==> config.mk <==
export PLATFORM = sky130hd
export DESIGN_NAME = rpn_digit_expression_evaluator_unit_flat
export DESIGN_NICKNAME = d
export VERILOG_FILES = /design/src/rtl/rpn_pkg.sv /design/src/rtl/rpn_if.sv /design/src/rtl/rpn_divider.sv /design/src/rtl/rpn_datapath.sv /design/src/rtl/rpn_ctrl.sv /design/src/rtl/rpn_digit_expression_evaluator_unit.sv /design/src/flat_wrapper.sv
export SDC_FILE = /design/constraint.sdc
export NUM_CORES = 2
export LEC_CHECK = 0
export ABC_CLOCK_PERIOD_IN_PS = 11400
export BUFFER_PORTS_ARGS = -buffer_cell sky130_fd_sc_hd__buf_2
export CORE_MARGIN = 2
export CORE_UTILIZATION = 50
export DETAILED_ROUTE_END_ITERATION = 8
export PLACE_DENSITY = 0.62
export REMOVE_ABC_BUFFERS = 1
export SKIP_LAST_GASP = 1
export SYNTH_ARGS = -nofsm -noshare
export SYNTH_HDL_FRONTEND = slang
export SYNTH_SLANG_ARGS = --single-unit
==> constraint.sdc <==
create_clock -name clock -period 11.4 [get_ports clock]
set_clock_uncertainty 0.2 [all_clocks]
set_input_delay 1.14 -clock clock [delete_from_list [all_inputs] [get_ports clock]]
set_output_delay 1.14 -clock clock [all_outputs]
set_load 0.02 [all_outputs]
==> src/rtl/rpn_pkg.sv <==
// package: shared types, character codes and helpers for the rpn evaluator
`timescale 1ns / 1ps

package rpn_pkg;

   localparam int DATA_W          = 32;
   localparam int CHAR_W          = 8;
   localparam int STACK_DEPTH_DEF = 16;

   localparam logic [CHAR_W-1:0] CHAR_PLUS  = 8'h2B;
   localparam logic [CHAR_W-1:0] CHAR_MINUS = 8'h2D;
   localparam logic [CHAR_W-1:0] CHAR_STAR  = 8'h2A;
   localparam logic [CHAR_W-1:0] CHAR_SLASH = 8'h2F;
   localparam logic [CHAR_W-1:0] CHAR_ZERO  = 8'h30;
   localparam logic [CHAR_W-1:0] CHAR_NINE  = 8'h39;
   localparam logic [CHAR_W-1:0] CHAR_TAB   = 8'h09;
   localparam logic [CHAR_W-1:0] CHAR_CR    = 8'h0D;
   localparam logic [CHAR_W-1:0] CHAR_SPACE = 8'h20;

   typedef enum logic [2:0] {
      ST_OK    = 3'd0,
      ST_FEW   = 3'd1,
      ST_DIV0  = 3'd2,
      ST_BADCH = 3'd3,
      ST_COUNT = 3'd4,
      ST_OVF   = 3'd5
   } status_type;

   typedef enum logic [1:0] {
      CLS_SPACE = 2'd0,
      CLS_DIGIT = 2'd1,
      CLS_OPER  = 2'd2,
      CLS_OTHER = 2'd3
   } class_type;

   typedef enum logic [1:0] {
      OP_ADD = 2'd0,
      OP_SUB = 2'd1,
      OP_MUL = 2'd2,
      OP_DIV = 2'd3
   } op_type;

   typedef struct packed {
      logic       capture;
      logic       push;
      logic       rd_issue;
      logic       alu_load;
      logic       div_start;
      logic       div_load;
      logic       set_err;
      status_type err_code;
      logic       finish_last;
   } ctrl_cmd_type;

   typedef struct packed {
      class_type cls;
      op_type    op;
      logic      err_set;
      logic      is_last;
      logic      full;
      logic      count_lt2;
      logic      b_zero;
      logic      div_done;
      logic      out_free;
   } dp_stat_type;

   function automatic class_type classify(input logic [CHAR_W-1:0] c);
      class_type cls;
      if (c inside {[CHAR_TAB:CHAR_CR], CHAR_SPACE}) begin
         cls = CLS_SPACE;
      end else if (c inside {[CHAR_ZERO:CHAR_NINE]}) begin
         cls = CLS_DIGIT;
      end else if (c inside {CHAR_PLUS, CHAR_MINUS, CHAR_STAR, CHAR_SLASH}) begin
         cls = CLS_OPER;
      end else begin
         cls = CLS_OTHER;
      end
      return cls;
   endfunction

   function automatic op_type decode_op(input logic [CHAR_W-1:0] c);
      op_type op;
      case (c)
         CHAR_PLUS:  op = OP_ADD;
         CHAR_MINUS: op = OP_SUB;
         CHAR_STAR:  op = OP_MUL;
         default:    op = OP_DIV;
      endcase
      return op;
   endfunction

endpackage

==> src/rtl/rpn_if.sv <==
// interfaces: character request channel and result channel
`timescale 1ns / 1ps

interface rpn_req_if import rpn_pkg::*; ();
   logic              valid;
   logic              ready;
   logic [CHAR_W-1:0] char_code;
   logic              is_last;

   modport source (output valid, output char_code, output is_last, input ready);
   modport sink   (input valid, input char_code, input is_last, output ready);
endinterface

interface rpn_rsp_if import rpn_pkg::*; ();
   logic                     valid;
   logic                     ready;
   logic signed [DATA_W-1:0] value;
   logic [2:0]               status;

   modport source (output valid, output value, output status, input ready);
   modport sink   (input valid, input value, input status, output ready);
endinterface

==> src/rtl/rpn_divider.sv <==
// signed truncating divider, one quotient bit per cycle by shift and subtract
`timescale 1ns / 1ps

module rpn_divider import rpn_pkg::*; (
   input  logic              clock,
   input  logic              reset,
   input  logic              start,
   input  logic [DATA_W-1:0] dividend,
   input  logic [DATA_W-1:0] divisor,
   output logic              done,
   output logic [DATA_W-1:0] quotient
);

   localparam int STEP_W = $clog2(DATA_W);

   logic              busy_ff, busy_in;
   logic              done_ff, done_in;
   logic [STEP_W-1:0] step_ff, step_in;
   logic [DATA_W-1:0] rem_ff, rem_in;
   logic [DATA_W-1:0] quo_ff, quo_in;
   logic [DATA_W-1:0] den_ff, den_in;
   logic              neg_ff, neg_in;
   logic [DATA_W:0]   rem_shift;
   logic [DATA_W:0]   rem_diff;
   logic              fits;

   always_comb begin
      rem_shift = {rem_ff, quo_ff[DATA_W-1]};
      rem_diff  = rem_shift - {1'b0, den_ff};
      fits      = rem_shift >= {1'b0, den_ff};

      busy_in = busy_ff;
      done_in = 1'b0;
      step_in = step_ff;
      rem_in  = rem_ff;
      quo_in  = quo_ff;
      den_in  = den_ff;
      neg_in  = neg_ff;

      if (start) begin
         // work on magnitudes, fix the sign at the end
         busy_in = 1'b1;
         step_in = '0;
         rem_in  = '0;
         quo_in  = dividend[DATA_W-1] ? (~dividend + 1'b1) : dividend;
         den_in  = divisor[DATA_W-1] ? (~divisor + 1'b1) : divisor;
         neg_in  = dividend[DATA_W-1] ^ divisor[DATA_W-1];
      end else if (busy_ff) begin
         rem_in  = fits ? rem_diff[DATA_W-1:0] : rem_shift[DATA_W-1:0];
         quo_in  = {quo_ff[DATA_W-2:0], fits};
         step_in = step_ff + 1'b1;
         if (step_ff == STEP_W'(DATA_W - 1)) begin
            busy_in = 1'b0;
            done_in = 1'b1;
         end
      end
   end

   always_ff @(posedge clock) begin
      if (reset) begin
         busy_ff <= 1'b0;
         done_ff <= 1'b0;
         step_ff <= '0;
      end else begin
         busy_ff <= busy_in;
         done_ff <= done_in;
         step_ff <= step_in;
      end
   end

   always_ff @(posedge clock) begin
      rem_ff <= rem_in;
      quo_ff <= quo_in;
      den_ff <= den_in;
      neg_ff <= neg_in;
   end

   assign done     = done_ff;
   assign quotient = neg_ff ? (~quo_ff + 1'b1) : quo_ff;

endmodule

==> src/rtl/rpn_datapath.sv <==
// datapath: character register, operand stack, alu, divider, error latch, result register
`timescale 1ns / 1ps

module rpn_datapath import rpn_pkg::*; #(
   parameter int STACK_DEPTH = STACK_DEPTH_DEF
) (
   input  logic                     clock,
   input  logic                     reset,
   input  logic [CHAR_W-1:0]        char_code,
   input  logic                     is_last,
   input  ctrl_cmd_type             cmd,
   output dp_stat_type              stat,
   input  logic                     rsp_ready,
   output logic                     rsp_valid,
   output logic signed [DATA_W-1:0] rsp_value,
   output logic [2:0]               rsp_status
);

   localparam int CNT_W = $clog2(STACK_DEPTH + 1);
   localparam int IDX_W = $clog2(STACK_DEPTH);

   // entries below the top; the top itself lives in top_ff
   logic [DATA_W-1:0] stack_mem [STACK_DEPTH];

   logic [CHAR_W-1:0] char_ff;
   logic              last_ff;
   logic [CNT_W-1:0]  count_ff, count_in;
   status_type        err_ff, err_in;
   logic [DATA_W-1:0] top_ff, top_in;
   logic [DATA_W-1:0] rd_data_ff;
   logic              rsp_valid_ff, rsp_valid_in;
   logic [DATA_W-1:0] rsp_value_ff, rsp_value_in;
   status_type        rsp_status_ff, rsp_status_in;

   logic [CNT_W-1:0]  count_m1, count_m2;
   logic [CHAR_W-1:0] digit_raw;
   logic [DATA_W-1:0] digit_word;
   logic [DATA_W-1:0] alu_res;
   logic              div_done;
   logic [DATA_W-1:0] div_quo;
   op_type            op_sel;

   assign count_m1   = count_ff - 1'b1;
   assign count_m2   = count_ff - CNT_W'(2);
   assign digit_raw  = char_ff - CHAR_ZERO;
   assign digit_word = {{(DATA_W - 4){1'b0}}, digit_raw[3:0]};
   assign op_sel     = decode_op(char_ff);

   always_comb begin
      case (op_sel)
         OP_ADD:  alu_res = rd_data_ff + top_ff;
         OP_SUB:  alu_res = rd_data_ff - top_ff;
         OP_MUL:  alu_res = rd_data_ff * top_ff;
         default: alu_res = '0;
      endcase
   end

   rpn_divider u_divider (
      .clock    (clock),
      .reset    (reset),
      .start    (cmd.div_start),
      .dividend (rd_data_ff),
      .divisor  (top_ff),
      .done     (div_done),
      .quotient (div_quo)
   );

   always_comb begin
      count_in      = count_ff;
      err_in        = err_ff;
      top_in        = top_ff;
      rsp_valid_in  = rsp_valid_ff;
      rsp_value_in  = rsp_value_ff;
      rsp_status_in = rsp_status_ff;

      if (rsp_valid_ff && rsp_ready) begin
         rsp_valid_in = 1'b0;
      end

      if (cmd.push) begin
         top_in   = digit_word;
         count_in = count_ff + 1'b1;
      end else if (cmd.alu_load) begin
         top_in   = alu_res;
         count_in = count_m1;
      end else if (cmd.div_load) begin
         top_in   = div_quo;
         count_in = count_m1;
      end

      if (cmd.set_err) begin
         err_in = cmd.err_code;
      end

      if (cmd.finish_last) begin
         rsp_valid_in = 1'b1;
         if (err_ff != ST_OK) begin
            rsp_status_in = err_ff;
            rsp_value_in  = '0;
         end else if (count_ff != CNT_W'(1)) begin
            rsp_status_in = ST_COUNT;
            rsp_value_in  = '0;
         end else begin
            rsp_status_in = ST_OK;
            rsp_value_in  = top_ff;
         end
         count_in = '0;
         err_in   = ST_OK;
      end
   end

   always_ff @(posedge clock) begin
      if (reset) begin
         count_ff     <= '0;
         err_ff       <= ST_OK;
         rsp_valid_ff <= 1'b0;
      end else begin
         count_ff     <= count_in;
         err_ff       <= err_in;
         rsp_valid_ff <= rsp_valid_in;
      end
   end

   always_ff @(posedge clock) begin
      if (cmd.capture) begin
         char_ff <= char_code;
         last_ff <= is_last;
      end
      top_ff        <= top_in;
      rsp_value_ff  <= rsp_value_in;
      rsp_status_ff <= rsp_status_in;
   end

   // old top spills into the memory on a push
   always_ff @(posedge clock) begin
      if (cmd.push && (count_ff != '0)) begin
         stack_mem[count_m1[IDX_W-1:0]] <= top_ff;
      end
      if (cmd.rd_issue) begin
         rd_data_ff <= stack_mem[count_m2[IDX_W-1:0]];
      end
   end

   always_comb begin
      stat.cls       = classify(char_ff);
      stat.op        = op_sel;
      stat.err_set   = err_ff != ST_OK;
      stat.is_last   = last_ff;
      stat.full      = count_ff == CNT_W'(STACK_DEPTH);
      stat.count_lt2 = count_ff < CNT_W'(2);
      stat.b_zero    = top_ff == '0;
      stat.div_done  = div_done;
      stat.out_free  = !rsp_valid_ff || rsp_ready;
   end

   assign rsp_valid  = rsp_valid_ff;
   assign rsp_value  = rsp_value_ff;
   assign rsp_status = rsp_status_ff;

endmodule

==> src/rtl/rpn_ctrl.sv <==
// controller: per-character sequencing of the evaluator datapath
`timescale 1ns / 1ps

module rpn_ctrl import rpn_pkg::*; (
   input  logic         clock,
   input  logic         reset,
   input  logic         req_valid,
   output logic         req_ready,
   input  dp_stat_type  stat,
   output ctrl_cmd_type cmd
);

   typedef enum logic [4:0] {
      S_IDLE   = 5'b00001,
      S_DECODE = 5'b00010,
      S_READ   = 5'b00100,
      S_DIV    = 5'b01000,
      S_FINISH = 5'b10000
   } state_type;

   state_type state_ff, state_in;

   assign req_ready = state_ff == S_IDLE;

   always_comb begin
      state_in    = state_ff;
      cmd         = '0;
      cmd.err_code = ST_OK;

      case (state_ff)
         S_IDLE: begin
            if (req_valid) begin
               cmd.capture = 1'b1;
               state_in    = S_DECODE;
            end
         end
         S_DECODE: begin
            state_in = S_FINISH;
            if (stat.err_set || (stat.cls == CLS_SPACE)) begin
               // nothing to do for this word
            end else if (stat.cls == CLS_DIGIT) begin
               if (stat.full) begin
                  cmd.set_err  = 1'b1;
                  cmd.err_code = ST_OVF;
               end else begin
                  cmd.push = 1'b1;
               end
            end else if (stat.count_lt2) begin
               // operand check comes before the character check
               cmd.set_err  = 1'b1;
               cmd.err_code = ST_FEW;
            end else if (stat.cls == CLS_OTHER) begin
               cmd.set_err  = 1'b1;
               cmd.err_code = ST_BADCH;
            end else begin
               cmd.rd_issue = 1'b1;
               state_in     = S_READ;
            end
         end
         S_READ: begin
            if (stat.op == OP_DIV) begin
               if (stat.b_zero) begin
                  cmd.set_err  = 1'b1;
                  cmd.err_code = ST_DIV0;
                  state_in     = S_FINISH;
               end else begin
                  cmd.div_start = 1'b1;
                  state_in      = S_DIV;
               end
            end else begin
               cmd.alu_load = 1'b1;
               state_in     = S_FINISH;
            end
         end
         S_DIV: begin
            if (stat.div_done) begin
               cmd.div_load = 1'b1;
               state_in     = S_FINISH;
            end
         end
         S_FINISH: begin
            if (!stat.is_last) begin
               state_in = S_IDLE;
            end else if (stat.out_free) begin
               cmd.finish_last = 1'b1;
               state_in        = S_IDLE;
            end
         end
         default: begin
            state_in = S_IDLE;
         end
      endcase
   end

   always_ff @(posedge clock) begin
      if (reset) begin
         state_ff <= S_IDLE;
      end else begin
         state_ff <= state_in;
      end
   end

endmodule

==> src/rtl/rpn_digit_expression_evaluator_unit.sv <==
// Reverse Polish evaluator for single-digit operands, one character word at a time.
// Whitespace and digits pass through decode and finish; + - * also through a stack read.
// Division adds the 32-step shift-subtract divider; a zero divisor skips it with an error.
// The result of a last character shows on rsp in the cycle after its processing ends.
// Synchronous active-high reset empties the stack, clears the error and the result valid.
`timescale 1ns / 1ps

module rpn_digit_expression_evaluator_unit import rpn_pkg::*; #(
   parameter int STACK_DEPTH = STACK_DEPTH_DEF
) (
   input  logic         clock,
   input  logic         reset,
   rpn_req_if.sink      req_bus,
   rpn_rsp_if.source    rsp_bus
);

   ctrl_cmd_type cmd;
   dp_stat_type  stat;
   logic         ready;

   rpn_ctrl u_ctrl (
      .clock     (clock),
      .reset     (reset),
      .req_valid (req_bus.valid),
      .req_ready (ready),
      .stat      (stat),
      .cmd       (cmd)
   );

   rpn_datapath #(
      .STACK_DEPTH (STACK_DEPTH)
   ) u_datapath (
      .clock      (clock),
      .reset      (reset),
      .char_code  (req_bus.char_code),
      .is_last    (req_bus.is_last),
      .cmd        (cmd),
      .stat       (stat),
      .rsp_ready  (rsp_bus.ready),
      .rsp_valid  (rsp_bus.valid),
      .rsp_value  (rsp_bus.value),
      .rsp_status (rsp_bus.status)
   );

   assign req_bus.ready = ready;

endmodule

==> src/flat_wrapper.sv <==
// flat-port wrapper written by rule: the top's interface ports become plain ports
module rpn_digit_expression_evaluator_unit_flat import rpn_pkg::*;
#(
   parameter int STACK_DEPTH = STACK_DEPTH_DEF
)
  (clock, reset, req_bus_valid, req_bus_char_code, req_bus_is_last, req_bus_ready, rsp_bus_valid, rsp_bus_value, rsp_bus_status, rsp_bus_ready);
  rpn_req_if req_bus_i ();
  rpn_rsp_if rsp_bus_i ();
  input  logic clock;
  input  logic reset;
  input wire logic [$bits(req_bus_i.valid)-1:0] req_bus_valid;
  input wire logic [$bits(req_bus_i.char_code)-1:0] req_bus_char_code;
  input wire logic [$bits(req_bus_i.is_last)-1:0] req_bus_is_last;
  output wire logic [$bits(req_bus_i.ready)-1:0] req_bus_ready;
  output wire logic [$bits(rsp_bus_i.valid)-1:0] rsp_bus_valid;
  output wire logic [$bits(rsp_bus_i.value)-1:0] rsp_bus_value;
  output wire logic [$bits(rsp_bus_i.status)-1:0] rsp_bus_status;
  input wire logic [$bits(rsp_bus_i.ready)-1:0] rsp_bus_ready;
  assign req_bus_i.valid = req_bus_valid;
  assign req_bus_i.char_code = req_bus_char_code;
  assign req_bus_i.is_last = req_bus_is_last;
  assign req_bus_ready = req_bus_i.ready;
  assign rsp_bus_valid = rsp_bus_i.valid;
  assign rsp_bus_value = rsp_bus_i.value;
  assign rsp_bus_status = rsp_bus_i.status;
  assign rsp_bus_i.ready = rsp_bus_ready;
  rpn_digit_expression_evaluator_unit #(.STACK_DEPTH(STACK_DEPTH)) u_core (.clock(clock), .reset(reset), .req_bus(req_bus_i), .rsp_bus(rsp_bus_i));
endmodule
==> results.yml <==
synth:
  synth_cell_types: 88
  predominant_post_synthesis_flop_cell: "sky130_fd_sc_hd__edfxtp_1"
  syn-cell-area_mm2: 0.0498
  synth.yosys.seq_area_share: 0.429
  synthesis.yosys.warnings: 0
  synthArstFlopShare: 0
  synth.ff_latch_count: 738
  synthesized_instance_count: 4130
  postSynthAreaPerCell_um2: 12.1
  synth-edff-count: 657
setup_path:
  reg_to_reg_end: "u_core.u_datapath.top_ff[28]"
  worst_ep_arrival_time_ns: 8.43
  reg2reg_slack_ns: 3.29
  startpoint_type: "flop"
  cp.required_ns: 11.72
  end_kind: "flop"
  r2r_cells: 25
  critical_path_peak_fanout: 32
  worst_r2r_startpoint: "u_core.u_datapath.top_ff[3]"
  timing.setup.critical_path_class: "flop to flop"
clock_network:
  tritoncts_clock_tree: "done"
  cts_htree_levels: 3
  cts_inserted_buffers: 79
  cts.path.max_buffers: 3
  cts_post_setup_buffers_inserted: 0
  cts_resized: 0
  clkLatencyLatePin_ns: 0.67
  clk_pin_slew_worst_paths_ns: 0.06
  clock_sink_count: 738
  cts-hold-fix-buffers: 0
  ctsRootBufferMaster: "sky130_fd_sc_hd__clkbuf_16"
sta:
  final_period_minus_worst_setup_slack_ns: 8.11
  relSlewSlack: 0.245
  timing.setup.tns_ns: 0
  timing.final.max_slew_violations: 0
  timing.fmax_mhz: 123
  report.final.hold_viol_count: 0
  finalWorstSetupSlack_ns: 3.29
  rsz0062_at_grt: "no"
  layout_worst_path_cycle_share: 0.712
  setup_viol_count_final: 0
  timing_worst_slew_pin_value_ns: 1.13
floorplan:
  die-area_mm2: 0.102
  start_util: 0.506
  ioPinCount: 50
  die_h_um: 320
  core_region_area_mm2: 0.0986
  die_w_um: 320
  core.rowCount: 115
finish:
  layout_commonest_cell: "sky130_fd_sc_hd__edfxtp_1"
  final_layout_size_suffix_gt1_frac: 0.121
  layout_common_cells: "sky130_fd_sc_hd__edfxtp_1, sky130_fd_sc_hd__inv_1, sky130_fd_sc_hd__fa_1"
  filler_cell_count: 8258
  fin_nets: 4748
  area_growth_pct: 8.91
global_route:
  grt_pass1_wl_um: 210000
  grt.total_usage: 0.276
  grt_overflow_total: 0
  antenna_found_initial: 3
  grt_start_max_net_pins: 92
  first_global_vias: 32780
pwr:
  power.leakage_nw: 21.2
  irDropWorstVdd_uv: 127
  power_density_mw_per_mm2: 105
run:
  maxCapViolCount: 0
routing:
  post_detailed_routing_wire_length_um: 139000
  vias: 32652
  drt_pre_antenna_iters: 6
  wl_per_cell_um: 25.4
  drc_errors: 0
  via_per_inst: 5.96
  initialDrtViolationCount: 3191
  ant_nets: 0
place:
  preCtsSetupSlack_ns: 3.40
  place.detailed.hpwl_um: 88400
  placement.io_buffers: 49
  gp_congestion: 0.923
hold_path:
  timing.hold.worst.class: "flop to flop"
  hold_depth: 2
  worst_hold_end: "u_core.u_datapath.u_divider.rem_ff[22]"
  timing.hold.worst.start: "u_core.u_datapath.u_divider.rem_ff[22]"
status:
  outcome: "complete, no violations"
[Yosys cell counts (5+ instances only)]
cell type,count,area share
sky130_fd_sc_hd__nor4b_1,5,0.00088
sky130_fd_sc_hd__or2_2,11,0.0014
sky130_fd_sc_hd__o41ai_1,10,0.0018
sky130_fd_sc_hd__a21o_1,32,0.0048
sky130_fd_sc_hd__a21oi_1,99,0.0099
sky130_fd_sc_hd__o21a_1,21,0.0032
sky130_fd_sc_hd__o31ai_1,24,0.0036
sky130_fd_sc_hd__or3_1,19,0.0024
sky130_fd_sc_hd__nor2b_1,22,0.0028
sky130_fd_sc_hd__o21bai_1,10,0.0015
sky130_fd_sc_hd__nor3_1,31,0.0031
sky130_fd_sc_hd__and3_1,9,0.0011
sky130_fd_sc_hd__o211ai_1,9,0.0014
sky130_fd_sc_hd__nand4_1,13,0.0016
sky130_fd_sc_hd__a22oi_1,12,0.0018
sky130_fd_sc_hd__mux2i_1,10,0.0020
sky130_fd_sc_hd__a211o_1,6,0.0011
sky130_fd_sc_hd__nand2b_1,31,0.0039
sky130_fd_sc_hd__or4_1,10,0.0015
sky130_fd_sc_hd__edfxtp_1,657,0.40
sky130_fd_sc_hd__o31a_1,5,0.00088
sky130_fd_sc_hd__a221oi_1,10,0.0018
sky130_fd_sc_hd__xnor2_1,149,0.026
sky130_fd_sc_hd__and2_1,347,0.044
sky130_fd_sc_hd__buf_1,15,0.0011
sky130_fd_sc_hd__o311ai_0,7,0.0012
sky130_fd_sc_hd__dfxtp_1,81,0.033
sky130_fd_sc_hd__inv_1,470,0.035
sky130_fd_sc_hd__o22ai_1,8,0.0010
sky130_fd_sc_hd__clkbuf_1,203,0.015
sky130_fd_sc_hd__a31oi_1,41,0.0051
sky130_fd_sc_hd__ha_1,201,0.050
sky130_fd_sc_hd__or4_4,5,0.0011
sky130_fd_sc_hd__nor4_1,8,0.0010
sky130_fd_sc_hd__buf_2,10,0.0010
sky130_fd_sc_hd__nand3b_1,7,0.0011
sky130_fd_sc_hd__mux4_2,160,0.072
sky130_fd_sc_hd__nor2_1,135,0.010
sky130_fd_sc_hd__fa_1,410,0.16
sky130_fd_sc_hd__nand3_1,38,0.0038
sky130_fd_sc_hd__nand2_1,408,0.031
sky130_fd_sc_hd__xor2_1,103,0.018
sky130_fd_sc_hd__o21ai_0,165,0.017
sky130_fd_sc_hd__a211oi_1,19,0.0029
[kinds of logic after synthesis]
group | share of synthesized area
flops | 0.429
simple gates | 0.117
xor+xnor | 0.0443
buf+inv | 0.0534
mux | 0.0743
compound gates | 0.0677
fa+ha+maj | 0.215
[routing by layer]
metal | share of wire | wire length [um] | vias to the layer above | GRT usage
met3 | 0.077 | 10800 | 235 | 0.0383
met2 | 0.47 | 65200 | 1450 | 0.448
li1 | - | - | 14175 | -
met1 | 0.42 | 58400 | 16792 | 0.388
met5 | 0 | 0 | - | 0
met4 | 0.034 | 4680 | 0 | 0.0832
[how the worst max path moves through the flow]
| stage | startpoint | to | depth (start not counted) |
|---|---|---|---|
| finish | u_core.u_datapath.top_ff[3] | u_core.u_datapath.top_ff[28] | 25 |
| global route | u_core.u_datapath.top_ff[3] | u_core.u_datapath.top_ff[28] | 25 |
| CTS | u_core.u_datapath.top_ff[3] | u_core.u_datapath.top_ff[28] | 25 |
| detailed placement | u_core.u_datapath.top_ff[3] | u_core.u_datapath.top_ff[28] | 25 |
| global placement | u_core.u_datapath.top_ff[3] | u_core.u_datapath.top_ff[28] | 25 |
| floorplan | u_core.u_datapath.count_ff[0] | u_core.u_datapath.stack_mem[6][0] | 6 |
[layout make-up]
type | instances | area, um2 | area share
repair buffers | 144 | 958 | 0.0177
multi-input cells | 2690 | 26000 | 0.479
diodes | 1 | 2.50 | 0.0000461
flip-flops and latches | 738 | 21400 | 0.394
clock buffers | 101 | 2130 | 0.0393
inverters | 471 | 1770 | 0.0326
well taps | 1287 | 1610 | 0.0297
clock inverters | 43 | 425 | 0.00784
[state kept, by name, summed over array words and instances, names as in the netlist, 8 cells and up]
name                                flops
u_core.u_datapath.top_ff               32
u_core.u_datapath.u_divider.quo_ff     32
u_core.u_datapath.rd_data_ff           32
u_core.u_datapath.rsp_value            32
u_core.u_datapath.u_divider.rem_ff     32
u_core.u_datapath.stack_mem           512
u_core.u_datapath.char_ff               8
u_core.u_datapath.u_divider.den_ff     32
[stage by stage]
step | instance area (um2) | power (mW) | util | cells | hold WS [ns]
3_3_place_gp | 51700 | 3.21 | 0.525 | 5330 | 0.276
6_report | 54300 | 5.70 | 0.551 | 5475 | 0.292
5_1_grt | 54300 | 5.87 | 0.551 | 5474 | 0.311
3_5_place_dp | 51700 | 3.21 | 0.525 | 5330 | 0.288
2_1_floorplan | 48900 | 3.16 | - | 3899 | 0.251
4_1_cts | 54300 | 5.74 | 0.551 | 5474 | 0.297
[critical path, cell delays in order (launching register included)]
cell	delay [ns]
sky130_fd_sc_hd__edfxtp_1	0.69
sky130_fd_sc_hd__buf_4	0.40
sky130_fd_sc_hd__and2_1	0.23
sky130_fd_sc_hd__fa_1	0.49
sky130_fd_sc_hd__inv_1	0.05
sky130_fd_sc_hd__fa_1	0.44
sky130_fd_sc_hd__fa_1	0.51
sky130_fd_sc_hd__inv_1	0.05
sky130_fd_sc_hd__fa_1	0.37
sky130_fd_sc_hd__ha_1	0.29
sky130_fd_sc_hd__ha_1	0.33
sky130_fd_sc_hd__fa_1	0.53
sky130_fd_sc_hd__inv_1	0.05
sky130_fd_sc_hd__fa_1	0.52
sky130_fd_sc_hd__inv_1	0.04
sky130_fd_sc_hd__ha_1	0.33
sky130_fd_sc_hd__and2_1	0.16
sky130_fd_sc_hd__nand2_1	0.09
sky130_fd_sc_hd__o311ai_1	0.40
sky130_fd_sc_hd__a31o_2	0.23
sky130_fd_sc_hd__a21oi_1	0.15
sky130_fd_sc_hd__o31ai_2	0.41
sky130_fd_sc_hd__a221oi_1	0.18
sky130_fd_sc_hd__or3b_2	0.48
sky130_fd_sc_hd__a31oi_1	0.21
sky130_fd_sc_hd__a21oi_1	0.10
[power by group]
part	switching, mW	internal (mW)
combinational	0.128	0.0872
clock	1.12	1.43
sequential	0.0156	2.92
No activity file was read; power rests on OpenSTA's default activity.
